<file path="src/rtl/length_unit_converter_defines.svh">
// Assertion macros shared by the length unit converter RTL.
`ifndef LENGTH_UNIT_CONVERTER_DEFINES_SVH
`define LENGTH_UNIT_CONVERTER_DEFINES_SVH

// Check a condition at every clock edge outside reset.
`define LUC_ASSERT_ALWAYS(label, cond, msg) \
  label: assert property (@(posedge clk) disable iff (rst) (cond)) else $error(msg);

// Check that a trigger implies a condition in the next cycle.
`define LUC_ASSERT_NEXT(label, trig, cond, msg) \
  label: assert property (@(posedge clk) disable iff (rst) (trig) |=> (cond)) else $error(msg);

`endif

</file>
<file path="src/rtl/luc_pkg.sv">
// Shared constants, types and the divider step for the length unit converter.
package luc_pkg;

  localparam int unsigned PIXELS_PER_INCH = 96;
  localparam int unsigned FRACTION_BITS   = 16;

  localparam logic [31:0] ONE_FX      = 32'(64'd1 << FRACTION_BITS);
  localparam logic [31:0] PERCENT_FX  = 32'(64'd100 << FRACTION_BITS);
  localparam logic [31:0] PPI         = 32'(PIXELS_PER_INCH);
  localparam logic [31:0] PX_PER_CM50 = 32'(PIXELS_PER_INCH * 50);
  localparam logic [31:0] PX_PER_MM5  = 32'(PIXELS_PER_INCH * 5);
  localparam logic [31:0] CM_DEN      = 32'd127;
  localparam logic [31:0] PT_PER_IN   = 32'd72;
  localparam logic [31:0] PC_PER_IN   = 32'd6;

  localparam int unsigned QBITS = 32;

  // Unit codes
  localparam logic [3:0] UNIT_UNKNOWN = 4'd0;
  localparam logic [3:0] UNIT_NUMBER  = 4'd1;
  localparam logic [3:0] UNIT_PERCENT = 4'd2;
  localparam logic [3:0] UNIT_EM      = 4'd3;
  localparam logic [3:0] UNIT_EX      = 4'd4;
  localparam logic [3:0] UNIT_PX      = 4'd5;
  localparam logic [3:0] UNIT_CM      = 4'd6;
  localparam logic [3:0] UNIT_MM      = 4'd7;
  localparam logic [3:0] UNIT_IN      = 4'd8;
  localparam logic [3:0] UNIT_PT      = 4'd9;
  localparam logic [3:0] UNIT_PC      = 4'd10;

  // Axis codes
  localparam logic [1:0] AXIS_WIDTH  = 2'd0;
  localparam logic [1:0] AXIS_HEIGHT = 2'd1;
  localparam logic [1:0] AXIS_DIAG   = 2'd2;

  // Direction codes
  localparam logic MODE_TO_USER   = 1'b0;
  localparam logic MODE_FROM_USER = 1'b1;

  // Configuration register indexes
  localparam logic [2:0] REG_VP_OVERRIDE = 3'd0;
  localparam logic [2:0] REG_VP_VALID    = 3'd1;
  localparam logic [2:0] REG_VP_WIDTH    = 3'd2;
  localparam logic [2:0] REG_VP_HEIGHT   = 3'd3;
  localparam logic [2:0] REG_STYLE_VALID = 3'd4;
  localparam logic [2:0] REG_FONT_SIZE   = 3'd5;
  localparam logic [2:0] REG_X_HEIGHT    = 3'd6;

  typedef enum logic [2:0] {
    DG_IDLE,
    DG_SQW,
    DG_SQH,
    DG_HALF,
    DG_ROOT
  } diag_state_t;

  // Decoded request: magnitude times num, divided by den.
  typedef struct packed {
    logic        valid;
    logic        err;
    logic        neg;
    logic [31:0] mag;
    logic [31:0] num;
    logic [31:0] den;
  } op_t;

  // One divider stage.
  typedef struct packed {
    logic        valid;
    logic        err;
    logic        neg;
    logic        ovf;
    logic [31:0] den;
    logic [31:0] rem;
    logic [31:0] lo;
    logic [31:0] q;
  } div_t;

  // Restoring division, one quotient bit.
  function automatic div_t div_step(div_t s);
    div_t        n;
    logic [32:0] r2;
    logic        ge;
    n  = s;
    r2 = {s.rem, s.lo[31]};
    ge = (r2 >= {1'b0, s.den});
    n.rem = ge ? 32'(r2 - {1'b0, s.den}) : r2[31:0];
    n.lo  = {s.lo[30:0], 1'b0};
    n.q   = {s.q[30:0], ge};
    return n;
  endfunction

endpackage

</file>
<file path="src/rtl/luc_diag.sv">
// Viewport diagonal sequencer: sqrt((w*w + h*h) / 2), one root bit a cycle.
module luc_diag (
  input  logic        clk,
  input  logic        rst,
  input  logic        start,
  input  logic [31:0] width,
  input  logic [31:0] height,
  output logic [31:0] diag,
  output logic        busy
);

  luc_pkg::diag_state_t state, state_next;

  logic [63:0] w2;
  logic [63:0] prod;
  logic [63:0] rad;
  logic [33:0] rem;
  logic [35:0] rem_sh;
  logic [35:0] trial;
  logic        ge;
  logic [4:0]  cnt;
  logic [64:0] sum;
  logic [31:0] mul_op;

  always_ff @(posedge clk) begin
    if (rst) begin
      state <= luc_pkg::DG_IDLE;
    end else begin
      state <= state_next;
    end
  end

  always_comb begin
    state_next = state;
    busy       = (state != luc_pkg::DG_IDLE);
    unique case (state)
      luc_pkg::DG_IDLE: ;
      luc_pkg::DG_SQW:  state_next = luc_pkg::DG_SQH;
      luc_pkg::DG_SQH:  state_next = luc_pkg::DG_HALF;
      luc_pkg::DG_HALF: state_next = luc_pkg::DG_ROOT;
      luc_pkg::DG_ROOT: if (cnt == 5'd31) state_next = luc_pkg::DG_IDLE;
      default:          state_next = luc_pkg::DG_IDLE;
    endcase
    if (start) begin
      state_next = luc_pkg::DG_SQW;
    end
  end

  assign mul_op = (state == luc_pkg::DG_SQW) ? width : height;
  assign sum    = {1'b0, w2} + {1'b0, prod};
  assign rem_sh = {rem, rad[63:62]};
  assign trial  = {2'b00, diag, 2'b01};
  assign ge     = (rem_sh >= trial);

  always_ff @(posedge clk) begin
    if (state == luc_pkg::DG_SQW || state == luc_pkg::DG_SQH) begin
      prod <= 64'(mul_op) * 64'(mul_op);
    end
    if (state == luc_pkg::DG_SQH) begin
      w2 <= prod;
    end
    if (state == luc_pkg::DG_HALF) begin
      rad <= sum[64:1];
      rem <= 34'd0;
      cnt <= 5'd0;
    end else if (state == luc_pkg::DG_ROOT) begin
      rad <= {rad[61:0], 2'b00};
      rem <= ge ? 34'(rem_sh - trial) : rem_sh[33:0];
      cnt <= cnt + 5'd1;
    end
  end

  // Root register; cleared at reset since the viewport then reads as zero.
  always_ff @(posedge clk) begin
    if (rst) begin
      diag <= 32'd0;
    end else if (state == luc_pkg::DG_HALF) begin
      diag <= 32'd0;
    end else if (state == luc_pkg::DG_ROOT) begin
      diag <= {diag[30:0], ge};
    end
  end

endmodule

</file>
<file path="config.mk">
export PLATFORM = sky130hd
export DESIGN_NAME = luc_diag
export DESIGN_NICKNAME = d
export VERILOG_FILES = /design/src/rtl/length_unit_converter_defines.svh /design/src/rtl/luc_pkg.sv /design/src/rtl/luc_diag.sv
export SDC_FILE = /design/constraint.sdc
export NUM_CORES = 2
export LEC_CHECK = 0
export BUFFER_PORTS_ARGS = -buffer_cell sky130_fd_sc_hd__buf_2
export CAP_MARGIN = 20
export CELL_PAD_IN_SITES_DETAIL_PLACEMENT = 0
export CELL_PAD_IN_SITES_GLOBAL_PLACEMENT = 1
export CORE_ASPECT_RATIO = 1.25
export CORE_MARGIN = 5
export CORE_UTILIZATION = 52
export CTS_BUF_LIST = sky130_fd_sc_hd__clkbuf_8 sky130_fd_sc_hd__clkbuf_16
export CTS_CLUSTER_SIZE = 14
export DETAILED_ROUTE_END_ITERATION = 7
export PLACE_DENSITY = 0.87
export SLEW_MARGIN = 20
export SYNTH_ARGS = -nofsm -noshare
export SYNTH_HDL_FRONTEND = slang
export SYNTH_SLANG_ARGS = --single-unit
</file>
<file path="constraint.sdc">
create_clock -name clk -period 10.2 [get_ports clk]
set_input_delay 0.51 -clock clk [delete_from_list [all_inputs] [get_ports clk]]
set_output_delay 0.51 -clock clk [all_outputs]
set_load 0.05 [all_outputs]
</file>
==> PnR_summary.wiki <==
{| class="wikitable"
! Metric !! Value
|-
| Average cell area after synthesis || 9.38 sq um
|-
| Highest achievable clock rate || 103 MHz
|-
| Crit share post-route || 0.951
|-
| Peak fanout along the critical path || 28
|-
| Root buffer cell || clkbuf_16
|-
| Reg2Reg Depth || 28
|-
| Worst relative slew slack || 0.302
|-
| Initial DRC Count || 2000
|-
| Fin Hold WS || 0.184 ns
|-
| Kind of capture point of the worst setup path || flip-flop
|-
| Terminating pin of the worst hold path || state[0]
|-
| Overall Global Routing Usage || 0.258
|-
| Quantity of I/O buffers inserted on ports || 99
|-
| Tightest Pin Transition || 1.05 ns
|-
| Post-Syn Instances || 4648
|-
| Post-CTS setup buffer count || 0
|-
| Global-route wire length before repair || 182000 um
|-
| H-Tree Depth || 1
|-
| Starting Density || 0.526
|-
| Clock Sink Count || 264
|-
| Most repeated library cell on the critical path || fa_1
|-
| Initial antenna violation count || 0
|-
| Final instance area || 0.0462 sq mm
|-
| Leading cell types in the layout, fill and taps excluded || inv_1 (1066), fa_1 (792), nand2_1 (475), ha_1 (386), nor2_1 (361)
|-
| Dominant synthesized flop cell || edfxtp_1
|-
| Source of the worst register-to-register timing path || state[0]
|-
| Hold Path Class || in -> reg
|-
| Setup repair after global routing missed its margin || false
|-
| Core box area || 0.0830 sq mm
|-
| Number of unique standard cell types used by synthesis || 91
|-
| Avg WL per Cell || 19.9 um
|-
| Max clock buf depth || 3
|-
| Number of synthesized register bits || 264
|-
| Via count of the first global-routing pass || 34000
|-
| Signed area change from the synthesized netlist to the final layout || 5.93%
|-
| Die W || 269 um
|-
| Shortest clock period the worst path allows after layout || 9.70 ns
|-
| Critical path class || reg -> reg
|-
| Number of routed nets with antenna violations || 0
|-
| Final setup violating endpoints || 0
|-
| Min-delay src || rst
|-
| Maximum cell stage delay along the critical path || 0.57 ns
|-
| Top-level port count || 100
|-
| Maximum number of pins on one net before global-route repair || 82
|-
| Clock buffers created by TritonCTS || 24
|-
| CTS tree || done
|-
| Standard cell area after detailed placement || 0.0455 sq mm
|-
| Outcome || finished, final reports clean
|-
| Placement Rows || 118
|-
| Max Transition Viols Final || 0
|-
| Latest clock arrival within the worst-skew pair || 0.53 ns
|-
| Category of the worst setup path launch point || flip-flop
|-
| Yosys warning count || 0
|-
| Arrival time reported for the critical path endpoint || 9.98 ns
|-
| Die outline height || 334 um
|-
| Final Routed Wirelength || 115000 um
|-
| Worst Hold Depth || 2
|-
| End of the worst register-to-register path || prod[62]
|-
| Met3 WL post-DR || 8070 um
|-
| Share of synthesized registers carrying an async set or reset || 0
|-
| Met1 wire length || 44200 um
|-
| Residual DRC || 0
|-
| Count of instances resized after the clock tree is built || 0
|-
| Number of endpoints with negative hold slack in the final report || 0
|-
| Total congestion overflow || 0
|-
| Ratio of cells with drive above 1 in the final layout || 0.0647
|-
| Hold Buf Count CTS || 0
|-
| Via total after detailed routing || 31600
|-
| Synthesized net count || 5893
|-
| Top layer used by detailed routing || met4
|-
| Sequential area share after synthesis || 0.165
|-
| Number of enable-type register cells in the synthesized netlist || 190
|-
| First-pass iteration count of the detailed router || 5
|-
| Skew final || 0.0119 ns
|-
| Cell type of the slowest stage on the worst timing path || fa_1
|-
| # diodes || 0
|-
| Final layout net count || 5927
|-
| Sum of met2 wire segment lengths after detailed routing || 55700 um
|-
| Summed instance area of the synthesized netlist || 0.0436 sq mm
|-
| Register-to-register setup slack || 0.50 ns
|-
| Routability congestion estimate from global placement || 0.994
|-
| Fillers || 7489
|-
| Overall die area || 0.0898 sq mm
|-
| Required @ worst endpoint || 10.48 ns
|-
| Final setup TNS || 0 ns
|-
| DP Wirelength || 94600 um
|-
| Max_cap viols || 0
|-
| Drt via density || 5.47
|-
| Most common library cell in the layout ignoring fill and taps || inv_1
|-
| Clock-pin slew on the worst setup and hold paths || 0.07 ns
|}
==> how the worst max path moves through the flow <==
stage / startpoint / to / slack (ns) / cells after the start
finish: state[0] / prod[62] / 0.50 / 28
global route: state[0] / prod[62] / 0.13 / 28
CTS: state[0] / prod[62] / 0.59 / 28
detailed placement: state[0] / prod[62] / 0.62 / 28
global placement: state[0] / prod[62] / 0.73 / 28
floorplan: state[0] / prod[62] / 1.47 / 30
==> cells in the mapped netlist, drive strengths merged, types with 44 or more instances <==
| master | number | area (sq um) |
|---|---|---|
| xor2 | 76 | 666 |
| nand4 | 44 | 275 |
| inv | 1059 | 3980 |
| mux2i | 45 | 450 |
| nand2 | 475 | 1780 |
| a21oi | 221 | 1130 |
| xnor2 | 109 | 955 |
| a21o | 110 | 826 |
| edfxtp | 190 | 5710 |
| o21ai | 171 | 856 |
| dfxtp | 74 | 1480 |
| ha | 386 | 4830 |
| nor2 | 363 | 1370 |
| clkbuf | 153 | 574 |
| fa | 792 | 15900 |
==> cell families (layout without fill, tap and decap cells) <==
family                   Yosys count  in the layout  share of synthesized area
AO/OA/AOI/OAI                    669            669                     0.0985
XOR/XNOR                         185            185                     0.0372
adder cells (fa/ha/maj)         1178           1178                      0.474
buffers and inverters           1245           1294                      0.108
flip-flops                       264            264                      0.165
multiplexers                      66             66                     0.0158
AND/OR/NAND/NOR                 1041           1041                      0.101
==> worst max-delay path: cells and delay by family, from the launching register on <==
family	cells	cell delay, ns
simple gates	2	0.66
compound gates	8	2.30
mux	1	0.56
buf+inv	7	1.03
xor+xnor	1	0.08
flops	1	0.43
fa+ha+maj	9	4.33
==> flip-flops by register name (all words and copies together), names as in the netlist <==
register,count
cnt,5
diag,32
prod,63
rad,64
rem,34
state,3
w2,63
==> layout make-up <==
| type | instances | area, sq um | area share |
|---|---|---|---|
| multi-input combinational | 3139 | 31800 | 0.688 |
| clock inverter | 14 | 63.8 | 0.00138 |
| inverter | 1068 | 4010 | 0.0868 |
| timing repair buffer | 185 | 1150 | 0.0250 |
| sequential | 264 | 7190 | 0.156 |
| tap | 1080 | 1350 | 0.0293 |
| clock buffer | 27 | 653 | 0.0141 |
==> metrics by stage <==
stage	std cells	worst slack (ns)	util
final	5777	0.498	0.557
after floorplan	4648	1.47	-
after global placement	5736	0.734	0.548
after global routing	5777	0.131	0.557
after CTS	5777	0.589	0.557
after detailed placement	5736	0.624	0.548
==> layer usage <==
metal  vias up  track usage
met4         0        0.117
met3       321       0.0478
li1      14600            -
met2      1131        0.439
met5         -            0
met1     15600        0.319
Power is not shown: default switching activity piles up to over one toggle a cycle in this logic, so the estimate is an artifact.
