<file path="src/rtl/length_unit_converter_defines.svh">
// Assertion macros shared by the length unit converter RTL.
`ifndef LENGTH_UNIT_CONVERTER_DEFINES_SVH
`define LENGTH_UNIT_CONVERTER_DEFINES_SVH

// Check a condition at every clock edge outside reset.
`define LUC_ASSERT_ALWAYS(label, cond, msg) \
  label: assert property (@(posedge clk) disable iff (rst) (cond)) else $error(msg);

// Check that a trigger implies a condition in the next cycle.
`define LUC_ASSERT_NEXT(label, trig, cond, msg) \
  label: assert property (@(posedge clk) disable iff (rst) (trig) |=> (cond)) else $error(msg);

`endif

</file>
<file path="src/rtl/luc_pkg.sv">
// Shared constants, types and the divider step for the length unit converter.
package luc_pkg;

  localparam int unsigned PIXELS_PER_INCH = 96;
  localparam int unsigned FRACTION_BITS   = 16;

  localparam logic [31:0] ONE_FX      = 32'(64'd1 << FRACTION_BITS);
  localparam logic [31:0] PERCENT_FX  = 32'(64'd100 << FRACTION_BITS);
  localparam logic [31:0] PPI         = 32'(PIXELS_PER_INCH);
  localparam logic [31:0] PX_PER_CM50 = 32'(PIXELS_PER_INCH * 50);
  localparam logic [31:0] PX_PER_MM5  = 32'(PIXELS_PER_INCH * 5);
  localparam logic [31:0] CM_DEN      = 32'd127;
  localparam logic [31:0] PT_PER_IN   = 32'd72;
  localparam logic [31:0] PC_PER_IN   = 32'd6;

  localparam int unsigned QBITS = 32;

  // Unit codes
  localparam logic [3:0] UNIT_UNKNOWN = 4'd0;
  localparam logic [3:0] UNIT_NUMBER  = 4'd1;
  localparam logic [3:0] UNIT_PERCENT = 4'd2;
  localparam logic [3:0] UNIT_EM      = 4'd3;
  localparam logic [3:0] UNIT_EX      = 4'd4;
  localparam logic [3:0] UNIT_PX      = 4'd5;
  localparam logic [3:0] UNIT_CM      = 4'd6;
  localparam logic [3:0] UNIT_MM      = 4'd7;
  localparam logic [3:0] UNIT_IN      = 4'd8;
  localparam logic [3:0] UNIT_PT      = 4'd9;
  localparam logic [3:0] UNIT_PC      = 4'd10;

  // Axis codes
  localparam logic [1:0] AXIS_WIDTH  = 2'd0;
  localparam logic [1:0] AXIS_HEIGHT = 2'd1;
  localparam logic [1:0] AXIS_DIAG   = 2'd2;

  // Direction codes
  localparam logic MODE_TO_USER   = 1'b0;
  localparam logic MODE_FROM_USER = 1'b1;

  // Configuration register indexes
  localparam logic [2:0] REG_VP_OVERRIDE = 3'd0;
  localparam logic [2:0] REG_VP_VALID    = 3'd1;
  localparam logic [2:0] REG_VP_WIDTH    = 3'd2;
  localparam logic [2:0] REG_VP_HEIGHT   = 3'd3;
  localparam logic [2:0] REG_STYLE_VALID = 3'd4;
  localparam logic [2:0] REG_FONT_SIZE   = 3'd5;
  localparam logic [2:0] REG_X_HEIGHT    = 3'd6;

  typedef enum logic [2:0] {
    DG_IDLE,
    DG_SQW,
    DG_SQH,
    DG_HALF,
    DG_ROOT
  } diag_state_t;

  // Decoded request: magnitude times num, divided by den.
  typedef struct packed {
    logic        valid;
    logic        err;
    logic        neg;
    logic [31:0] mag;
    logic [31:0] num;
    logic [31:0] den;
  } op_t;

  // One divider stage.
  typedef struct packed {
    logic        valid;
    logic        err;
    logic        neg;
    logic        ovf;
    logic [31:0] den;
    logic [31:0] rem;
    logic [31:0] lo;
    logic [31:0] q;
  } div_t;

  // Restoring division, one quotient bit.
  function automatic div_t div_step(div_t s);
    div_t        n;
    logic [32:0] r2;
    logic        ge;
    n  = s;
    r2 = {s.rem, s.lo[31]};
    ge = (r2 >= {1'b0, s.den});
    n.rem = ge ? 32'(r2 - {1'b0, s.den}) : r2[31:0];
    n.lo  = {s.lo[30:0], 1'b0};
    n.q   = {s.q[30:0], ge};
    return n;
  endfunction

endpackage

</file>
<file path="src/rtl/luc_decode.sv">
// Decode stage: picks numerator, denominator and error for one request.
module luc_decode (
  input  logic              clk,
  input  logic              rst,
  input  logic              adv,
  input  logic              take,
  input  logic [31:0]       length_value,
  input  logic [3:0]        unit,
  input  logic [1:0]        axis,
  input  logic              mode,
  input  logic              vp_override,
  input  logic              vp_valid,
  input  logic [31:0]       vp_width,
  input  logic [31:0]       vp_height,
  input  logic [31:0]       vp_diag,
  input  logic              style_valid,
  input  logic [31:0]       font_size,
  input  logic [15:0]       x_height,
  output luc_pkg::op_t      op
);

  luc_pkg::op_t op_next;
  logic [31:0]  size;

  always_comb begin
    case (axis)
      luc_pkg::AXIS_WIDTH:  size = vp_width;
      luc_pkg::AXIS_HEIGHT: size = vp_height;
      default:              size = vp_diag;
    endcase
  end

  always_comb begin
    op_next.valid = take;
    op_next.neg   = length_value[31];
    op_next.mag   = length_value[31] ? 32'(-length_value) : length_value;
    op_next.num   = 32'd1;
    op_next.den   = 32'd1;
    op_next.err   = 1'b0;
    if (mode == luc_pkg::MODE_TO_USER && vp_override) begin
      op_next.num = size;
      op_next.den = (unit == luc_pkg::UNIT_PERCENT) ? luc_pkg::PERCENT_FX : luc_pkg::ONE_FX;
      op_next.err = !vp_valid;
    end else if (mode == luc_pkg::MODE_TO_USER) begin
      unique case (unit) inside
        luc_pkg::UNIT_NUMBER, luc_pkg::UNIT_PX: ;
        luc_pkg::UNIT_PERCENT: begin
          op_next.num = size;
          op_next.den = luc_pkg::PERCENT_FX;
          op_next.err = !vp_valid;
        end
        luc_pkg::UNIT_EM: begin
          op_next.num = font_size;
          op_next.den = luc_pkg::ONE_FX;
          op_next.err = !style_valid;
        end
        luc_pkg::UNIT_EX: begin
          op_next.num = {16'd0, x_height};
          op_next.err = !style_valid;
        end
        luc_pkg::UNIT_CM: begin
          op_next.num = luc_pkg::PX_PER_CM50;
          op_next.den = luc_pkg::CM_DEN;
        end
        luc_pkg::UNIT_MM: begin
          op_next.num = luc_pkg::PX_PER_MM5;
          op_next.den = luc_pkg::CM_DEN;
        end
        luc_pkg::UNIT_IN: op_next.num = luc_pkg::PPI;
        luc_pkg::UNIT_PT: begin
          op_next.num = luc_pkg::PPI;
          op_next.den = luc_pkg::PT_PER_IN;
        end
        luc_pkg::UNIT_PC: begin
          op_next.num = luc_pkg::PPI;
          op_next.den = luc_pkg::PC_PER_IN;
        end
        default: op_next.err = 1'b1;
      endcase
    end else begin
      unique case (unit) inside
        luc_pkg::UNIT_NUMBER, luc_pkg::UNIT_PX: ;
        luc_pkg::UNIT_PERCENT: begin
          op_next.num = luc_pkg::PERCENT_FX;
          op_next.den = size;
          op_next.err = !vp_valid;
        end
        luc_pkg::UNIT_EM: begin
          op_next.num = luc_pkg::ONE_FX;
          op_next.den = font_size;
          op_next.err = !style_valid;
        end
        luc_pkg::UNIT_EX: begin
          op_next.den = {16'd0, x_height};
          op_next.err = !style_valid;
        end
        luc_pkg::UNIT_CM: begin
          op_next.num = luc_pkg::CM_DEN;
          op_next.den = luc_pkg::PX_PER_CM50;
        end
        luc_pkg::UNIT_MM: begin
          op_next.num = luc_pkg::CM_DEN;
          op_next.den = luc_pkg::PX_PER_MM5;
        end
        luc_pkg::UNIT_IN: op_next.den = luc_pkg::PPI;
        luc_pkg::UNIT_PT: begin
          op_next.num = luc_pkg::PT_PER_IN;
          op_next.den = luc_pkg::PPI;
        end
        luc_pkg::UNIT_PC: begin
          op_next.num = luc_pkg::PC_PER_IN;
          op_next.den = luc_pkg::PPI;
        end
        default: op_next.err = 1'b1;
      endcase
    end
    if (op_next.den == 32'd0) begin
      op_next.err = 1'b1;
    end
  end

  always_ff @(posedge clk) begin
    if (rst) begin
      op.valid <= 1'b0;
    end else if (adv) begin
      op <= op_next;
    end
  end

endmodule

</file>
<file path="config.mk">
export PLATFORM = sky130hd
export DESIGN_NAME = luc_decode
export DESIGN_NICKNAME = d
export VERILOG_FILES = /design/src/rtl/length_unit_converter_defines.svh /design/src/rtl/luc_pkg.sv /design/src/rtl/luc_decode.sv
export SDC_FILE = /design/constraint.sdc
export NUM_CORES = 1
export LEC_CHECK = 0
export ABC_AREA = 1
export BUFFER_PORTS_ARGS = -buffer_cell sky130_fd_sc_hd__buf_2
export CORE_UTILIZATION = 45
export DETAILED_ROUTE_END_ITERATION = 12
export GPL_TIMING_DRIVEN = 0
export PLACE_DENSITY = 0.85
export SLEW_MARGIN = 20
export SYNTH_ARGS = -nofsm -noshare
export SYNTH_HDL_FRONTEND = slang
export SYNTH_SLANG_ARGS = --single-unit
</file>
<file path="constraint.sdc">
create_clock -name clk -period 14.44 [get_ports clk]
set_clock_uncertainty 0.1 [all_clocks]
set_input_delay 3.61 -clock clk [delete_from_list [all_inputs] [get_ports clk]]
set_output_delay 3.61 -clock clk [all_outputs]
set_load 0.005 [all_outputs]
</file>
==> impl_metrics.yaml <==
timing:
  setup_viol: 0
  finalHoldViolCount: 0
  slew_headroom_pct: 43.68
  drv_slew: 0
  rsz0062_at_grt: "false"
  min_period_over_period_pct: 37.17
  tightest_slew_ns: 0.8428
  post-route-min-period_ns: 5.368
  tns_ns: 0
  fmax_mhz: 186.3
finish:
  final_nets: 1326
  largest-register: "op"
  area_growth_pct: 32.64
  drive_gt1_share_pct: 29.74
  largest_register_ffs: 99
  post-route-util_pct: 62.25
  largestRegisters: "op: 99 flops"
worst_setup_path:
  required_ns: 14.43
  cp-startpoint: "axis[0]"
  path_buf_inv: 2
  critPathSlowestCell: "nor2_1"
  start_kind: "input port"
  critPathArrivalTime_ns: 5.36
  r2r-start: "op[98]"
  crit_fanout: 10
  timing.rr.end: "op[98]"
  cp_top_family: "simple AND/OR/NAND/NOR gates"
  path_class: "in2reg"
  r2r_slack_ns: 13.79
  path_cells: "buf_2 -> nor2_1 -> buf_2 -> nand2_1 -> nand3_1 -> nand2_1 -> nand2_1 -> nand2_1 -> nand2_1 -> nor2_1 -> nand2_1 -> nor2_1 -> nand3_1 -> nand2_1"
  setup.worst_path.end: "op[97]"
  rr_worst_depth: 2
  end_kind: "flop"
  worst_path_most_repeated_cell: "nand2_1"
  crit_cells: 14
  slowest_delay_ns: 0.35
pwr:
  ir_drop_v: 0.00005901
  clockPowerShare_pct: 35.0
  power_frac_seq_pct: 45.7
  net-switching-power_w: 0.0002039
  p_per_area_nw_per_um2: 90.41
  leakage_nw: 4.282
  p_comb_share_pct: 19.3
  p_int_w: 0.0005532
  sw_frac_of_total_pct: 26.93
global_route:
  grt_max_degree: 30
  track_usage_pct: 30.17
  antenna_found_initial: 3
  grt_pass1_vias: 6510
  grt_pass1_wl_mm: 33.01
  gr-total-overflow: 0
die:
  placeableCoreArea_um2: 13450
  pin_count: 289
  start_util_pct: 46.93
  chipWidth_um: 120.5
  core.rowCount: 42
  die_area_um2: 14510
  die_y_um: 120.5
route:
  drc: 0
  first_iter_violations: 578
  drt_first_pass_iters: 6
  drt-wirelength-per-cell_um: 16.72
  viasPerCell: 5.244
  ant_nets: 0
  vias: 6922
  wirelength_mm: 22.07
synthesis:
  synthMuxAreaShare_pct: 0
  synth-adder-area-share_pct: 0.1982
  synth_fp_nets: 1026
  synth_top_cell_area_share_pct: 46.61
  synth_top_family_by_area: "simple AND/OR/NAND/NOR gates"
  synth_flop_cell: "edfxtp_1"
  netlist_area_um2: 6314
  ys_types: 34
  synth_most_common_cell: "nand2_1"
  synthTopCellsByArea: "edfxtp_1 47%, nand2_1 15%, inv_1 8.4%"
  yosys-top-cells-count: "260 x nand2_1, 142 x inv_1, 98 x edfxtp_1, 77 x nand3_1, 57 x nor2_1"
  syn-instance-count: 835
  syn-mean-instance-area_um2: 7.561
  synth_edf_count: 98
  yosys.area.top_type: "edfxtp_1"
  ys_seq_area_share_pct: 46.93
  yosys_warnings: 0
  synth_compound_area_share_pct: 6.560
  async_flop_share_pct: 0
  synth-xor-area-share_pct: 3.468
  ys_ff_latch: 99
  synthSimpleGateAreaFrac_pct: 31.71
clock_tree:
  clock-root-buffer: "clkbuf_16"
  cts_sinks: 99
  htree_levels: 3
  ctsResizeCount: 0
  path_clk_slew_ns: 0.07
  post_cts_buffers: 0
  clock_latency_ns: 0.33
  cts_buffers: 9
  holdBufCountCts: 0
  cts_buffer_depth: 2
  cts_tree: "built"
placed_design:
  dpl.hpwl_mm: 17.37
  port_buffers: 286
  globalplace.congestion: 0.9654
flow_run:
  cap_violations: 0
outcome:
  status: "completed"
min_path:
  min_path_type: "reg2reg"
[worst min-delay path: stages, from the launching register on]
cell     delay [ns]
dfxtp_1        0.31
nand2_1        0.06
a21oi_1        0.05
[power groups by stage]
stage	registers [W]	clock network (W)	logic (W)
after CTS	0.000346	0.000268	0.000144
after global placement	0.000355	0	0.000138
after global routing	0.000348	0.000277	0.000160
final	0.000346	0.000265	0.000146
after floorplan	0.000356	0	0.0000654
after detailed placement	0.000352	0	0.000143
[worst min-delay path by stage]
stage / start / end / slack, ns / cells after the start
floorplan: op[98] / op[98] / 0.35 / 2
global placement: op[98] / op[98] / 0.34 / 2
detailed placement: op[98] / op[98] / 0.35 / 2
CTS: op[98] / op[98] / 0.36 / 2
global route: op[98] / op[98] / 0.39 / 2
finish: op[98] / op[98] / 0.36 / 2
[kinds of logic after synthesis]
group           after synthesis
buf+inv                     179
fa+ha+maj                     1
simple gates                461
xor+xnor                     25
compound gates               70
flops                        99
[per-layer routing]
layer / vias up / GRT usage (%) / part of all wire [%]
met4: 0 / 15.20 / 4.1
met3: 63 / 5.755 / 9.8
li1: 3309 / - / -
met1: 3103 / 36.20 / 38
met5: - / 0 / 0
met2: 447 / 51.62 / 48
[per-stage QoR]
step	setup WS, ns	power, W	hold slack, ns	cells	area, µm²
after detailed placement	8.790	0.0004957	0.3548	1300	8040
final	9.072	0.0007571	0.3574	1320	8374
after global routing	8.912	0.0007852	0.3894	1318	8369
after global placement	4.323	0.0004927	0.3402	1297	7965
after CTS	9.148	0.0007575	0.3642	1316	8364
after floorplan	6.004	0.0004218	0.3491	835	6314
[layout by cell type, fill, tap and decap left out, drive strengths merged]
| cell type | n |
|---|---|
| a21oi | 10 |
| a31oi | 2 |
| buf | 306 |
| bufinv | 2 |
| clkbuf | 23 |
| clkinv | 3 |
| dfxtp | 1 |
| diode | 4 |
| edfxtp | 98 |
| ha | 1 |
| inv | 150 |
| nand2 | 260 |
| nand3 | 77 |
| nand3b | 9 |
| nand4 | 30 |
| nor2 | 62 |
| nor3 | 3 |
| nor4 | 3 |
| o2111ai | 1 |
| o211ai | 2 |
| o21ai | 40 |
| o21bai | 1 |
| o221ai | 8 |
| o22ai | 5 |
| o31ai | 1 |
| or2 | 17 |
| xnor2 | 9 |
| xor2 | 16 |
[area by class of cell]
class | instances | area [µm²]
antenna | 4 | 10.01
buffer | 31 | 147.6
clock buffer | 9 | 225.2
clock inverter | 7 | 98.84
fill | 1247 | 5079
inverter | 148 | 555.5
multi-input combinational | 557 | 2655
sequential | 99 | 2963
tap | 176 | 220.2
timing repair buffer | 289 | 1499
No activity file was read; power rests on OpenSTA's default activity.
